$ cat config.mk
export PLATFORM = sky130hd
export DESIGN_NAME = egaa_ctrl
export DESIGN_NICKNAME = d
export VERILOG_FILES = /design/src/sv/egaa_pkg.sv /design/src/sv/egaa_ctrl.sv
export SDC_FILE = /design/constraint.sdc
export NUM_CORES = 1
export LEC_CHECK = 0
export BUFFER_PORTS_ARGS = -buffer_cell sky130_fd_sc_hd__buf_2
export CAP_MARGIN = 20
export CORE_AREA = 4 4 41 43
export CTS_BUF_LIST = sky130_fd_sc_hd__clkbuf_4 sky130_fd_sc_hd__clkbuf_8
export DETAILED_ROUTE_END_ITERATION = 7
export DIE_AREA = 0 0 45 47
export MAX_ROUTING_LAYER = met4
export SYNTH_ARGS = -nofsm -noshare
export SYNTH_HDL_FRONTEND = slang
export SYNTH_SLANG_ARGS = --single-unit
$ cat constraint.sdc
create_clock -name i_clk -period 1.1 [get_ports i_clk]
set_clock_uncertainty 0.05 [all_clocks]
set_input_delay 0.055 -clock i_clk [delete_from_list [all_inputs] [get_ports i_clk]]
set_output_delay 0.055 -clock i_clk [all_outputs]
set_load 0.01 [all_outputs]
$ cat src/sv/egaa_pkg.sv
// Package for the epoch-guarded address allowlist: widths, codes and control structs.
`timescale 1ns / 1ps

package egaa_pkg;

    localparam int LIST_DEPTH_DEF = 48;
    localparam int MAC_W          = 48;
    localparam int EPOCH_W        = 31;
    localparam int IN_TDATA_W     = 80;
    localparam int OUT_TDATA_W    = 8;

    typedef enum logic [1:0] {
        ACT_LOOKUP = 2'd0,
        ACT_BEGIN  = 2'd1,
        ACT_APPEND = 2'd2,
        ACT_COMMIT = 2'd3
    } t_action;

    typedef enum logic [1:0] {
        ST_DONE   = 2'd0,
        ST_STALE  = 2'd1,
        ST_FULL   = 2'd2,
        ST_NOPEND = 2'd3
    } t_status;

    // controller to datapath
    typedef struct packed {
        logic load;
        logic exec;
        logic scan;
        logic out_load;
    } t_cmd;

    // datapath to controller
    typedef struct packed {
        logic need_scan;
        logic scan_done;
        logic out_free;
    } t_stat;

endpackage

$ cat src/sv/egaa_ctrl.sv
// Controller: sequences accept, execute, bank scan and result hand-off.
`timescale 1ns / 1ps

module egaa_ctrl (
    input  logic            i_clk,
    input  logic            i_rst_n,
    input  logic            i_in_valid,
    output logic            o_in_ready,
    input  egaa_pkg::t_stat i_stat,
    output egaa_pkg::t_cmd  o_cmd
);

    typedef enum logic [3:0] {
        S_IDLE = 4'b0001,
        S_EXEC = 4'b0010,
        S_SCAN = 4'b0100,
        S_FIN  = 4'b1000
    } t_state;

    t_state r_state, n_state;

    assign o_in_ready = (r_state == S_IDLE);

    always_comb begin
        n_state = r_state;
        o_cmd   = '0;
        unique case (r_state)
            S_IDLE: begin
                if (i_in_valid) begin
                    o_cmd.load = 1'b1;
                    n_state    = S_EXEC;
                end
            end
            S_EXEC: begin
                if (i_stat.need_scan) begin
                    n_state = S_SCAN;
                end else begin
                    o_cmd.exec = 1'b1;
                    n_state    = S_FIN;
                end
            end
            S_SCAN: begin
                o_cmd.scan = 1'b1;
                if (i_stat.scan_done) begin
                    n_state = S_FIN;
                end
            end
            S_FIN: begin
                if (i_stat.out_free) begin
                    o_cmd.out_load = 1'b1;
                    n_state        = S_IDLE;
                end
            end
            default: begin
                n_state = S_IDLE;
            end
        endcase
    end

    always_ff @(posedge i_clk) begin
        if (!i_rst_n) begin
            r_state <= S_IDLE;
        end else begin
            r_state <= n_state;
        end
    end

endmodule

==> impl_metrics.yaml <==
sta:
  setup_viol: 8
  fin_setup_tns_ps: -1259
  finalHoldViolCount: 0
  max_freq_ghz: 0.7519
  period_share_pct: 120.9
  min_period_ps: 1330
  worst_slew_pin_slew_ps: 259.0
  fin_ws_ps: -230.0
  rsz0062_at_grt: "yes"
  hold_slack_ps: 36.22
  relSlewSlack_pct: 82.66
  maxSlewViolCount: 0
final_layout:
  biggestRegsByFlops: "r_state (4)"
  utilization_pct: 41.83
  fin_nets: 64
  largest_register: "r_state"
  layout-drive-gt1-share_pct: 71.43
  fill_cells: 140
  fin_cells: 71
  largest_register_ffs: 4
  n_antenna_cell: 0
  areaGrowthSynthToFinish_pct: 101.4
  final_cell_mix: "buf_4, buf_2, buf_6, clkbuf_4"
  layout_commonest_cell: "buf_4"
floorplan:
  die_area_um2: 2115
  placementRows: 13
  pin_count: 11
  core-area_um2: 1301
  chipWidth_um: 45
  fp.dieH_um: 47
  start_util_pct: 20.77
clocking:
  cts_num_sinks: 4
  clock_latency_ps: 230
  h-tree-depth: 1
  cts_root_buf: "clkbuf_4"
  cts_inserted_buffers: 3
  path_clk_slew_ps: 30
  clockBufferDepth: 2
  cts_tree: "built"
worst_setup_path:
  worstReg2RegStart: "r_state[3]"
  rr_endpoint: "r_state[3]"
  crit_end: "o_cmd[3]"
  startpoint_type: "register"
  r2r_slack_ps: -130
  critPathRequiredTime_ps: 1000
  crit_path_end_kind: "primary output"
  ff2ff_path_depth: 6
  cp_max_fo: 7
  critPathLaunch: "r_state[1]"
  crit_type: "reg2out"
  arrival_ps: 1230
synthesis:
  synth_area_um2: 270.3
  synth_edf_count: 0
  synthFlopType: "dfxtp_1"
  yosysUniqueCellTypes: 22
  async_flop_share_pct: 0
  syn_avg_cell_area_um2: 8.446
  synth_nets: 38
  yosysWarnings: 0
  postSynthCellCount: 32
  ys_seq_area_share_pct: 29.63
  ys_seq_elements: 4
power_and_ir_drop:
  p_sw_share_pct: 25.07
  ir_drop_mv: 0.3909
  p_sw_w: 0.0001135
  seqPwrFrac_pct: 35.2
  cellLeakagePower_nw: 0.2443
  p_int_w: 0.0003393
  p_comb_share_pct: 25.0
  p_per_area_nw_per_um2: 832.0
  power.clock.fraction_pct: 39.8
global_routing:
  grt_max_degree: 9
  track_usage_pct: 9.861
  antenna_found_initial: 0
  grt_pass1_wl_mm: 1.366
  grt.overflow.total: 0
  grt_pass1_vias: 327
placement:
  gp_congestion: 0.7381
  placedCellCount: 62
  place_hpwl_um: 566.4
  numPortBuffers: 10
routing:
  wl_um: 830
  avgRoutedWirePerCell_um: 11.69
  avgViaCountPerCell: 4.803
  drt-initial-drc-count: 7
  dr_total_vias: 341
  drtAntennaViolNets: 0
  drc: 0
  drt_pass1_iterations: 3
run_status:
  outcome: "finished, violations left"
  violations: "setup timing"
hold_path:
  hp-class: "in2reg"
job:
  drv_cap: 0
## metal layers
layer | track usage [%] | wire length [µm]
met5 | - | 0
met4 | 3.509 | 0
met1 | 8.844 | 318
met2 | 16.67 | 451
met3 | 6.513 | 59
## worst max-delay path, stage by stage (launching register included)
cell	delay (ps)
dfxtp_4	370
nor4b_4	330
and2_4	200
buf_6	90
## how the worst min path moves through the flow
stage / startpoint / to / slack, ps / cells past startpoint
2_1_floorplan: i_rst_n / r_state[0] / 80 / 1
3_3_place_gp: i_rst_n / r_state[0] / 230 / 2
3_5_place_dp: i_rst_n / r_state[0] / 240 / 2
4_1_cts: i_in_valid / r_state[1] / 30 / 2
5_1_grt: i_in_valid / r_state[1] / 40 / 2
6_report: i_in_valid / r_state[1] / 40 / 2
## cell families (layout without fill, tap and decap cells)
family,after synthesis,after routing,share of synthesized area [%]
AND/OR/NAND/NOR,19,19,47.22
buffers and inverters,2,26,3.238
AO/OA/AOI/OAI,6,6,16.21
multiplexers,1,1,3.704
flip-flops,4,4,29.63
## metrics by stage
step                setup slack (ps)  power (W)  instance area [µm²]
floorplan                     -76.60  0.0002040                282.8
global placement              -42.80  0.0002420                382.9
detailed placement            -97.99  0.0002428                382.9
CTS                           -295.6  0.0004500                500.5
global route                  -290.3  0.0004913                544.3
finish                        -230.0  0.0004528                544.3
## cell usage after synthesis, types with 2 or more instances
library cell	instances	area share, %
dfxtp_1	4	30
and2_1	2	4.6
nand3_1	2	3.7
nor2_1	4	5.6
nor3b_1	2	5.6
o21ai_0	2	3.7
## repair_timing
item                                    CTS  global route
resized for setup                        16             7
pin swaps                                 8             7
endpoints found under the hold margin     1             0
endpoints found under the setup margin    9             9
buffers inserted                          3             3
hold buffers                              1             0
## power by group through the flow
| stage | Sequential, W | Combinational, W | Clock [W] |
|---|---|---|---|
| 3_5_place_dp | 0.000164 | 0.0000785 | 0 |
| 4_1_cts | 0.000160 | 0.0000988 | 0.000191 |
| 3_3_place_gp | 0.000163 | 0.0000785 | 0 |
| 5_1_grt | 0.000160 | 0.000124 | 0.000207 |
| 2_1_floorplan | 0.000162 | 0.0000416 | 0 |
| 6_report | 0.000160 | 0.000113 | 0.000180 |
## area by class of cell
type                    instances  area (µm²)  area share [%]
inverters                       1       3.754          0.6897
flip-flops and latches          4       88.84           16.32
multi-input cells              26       237.7           43.68
well taps                      15       18.77           3.448
clock buffers                   3       22.52           4.138
repair buffers                 22       172.7           31.72
Power figures use the tool's default switching activity.
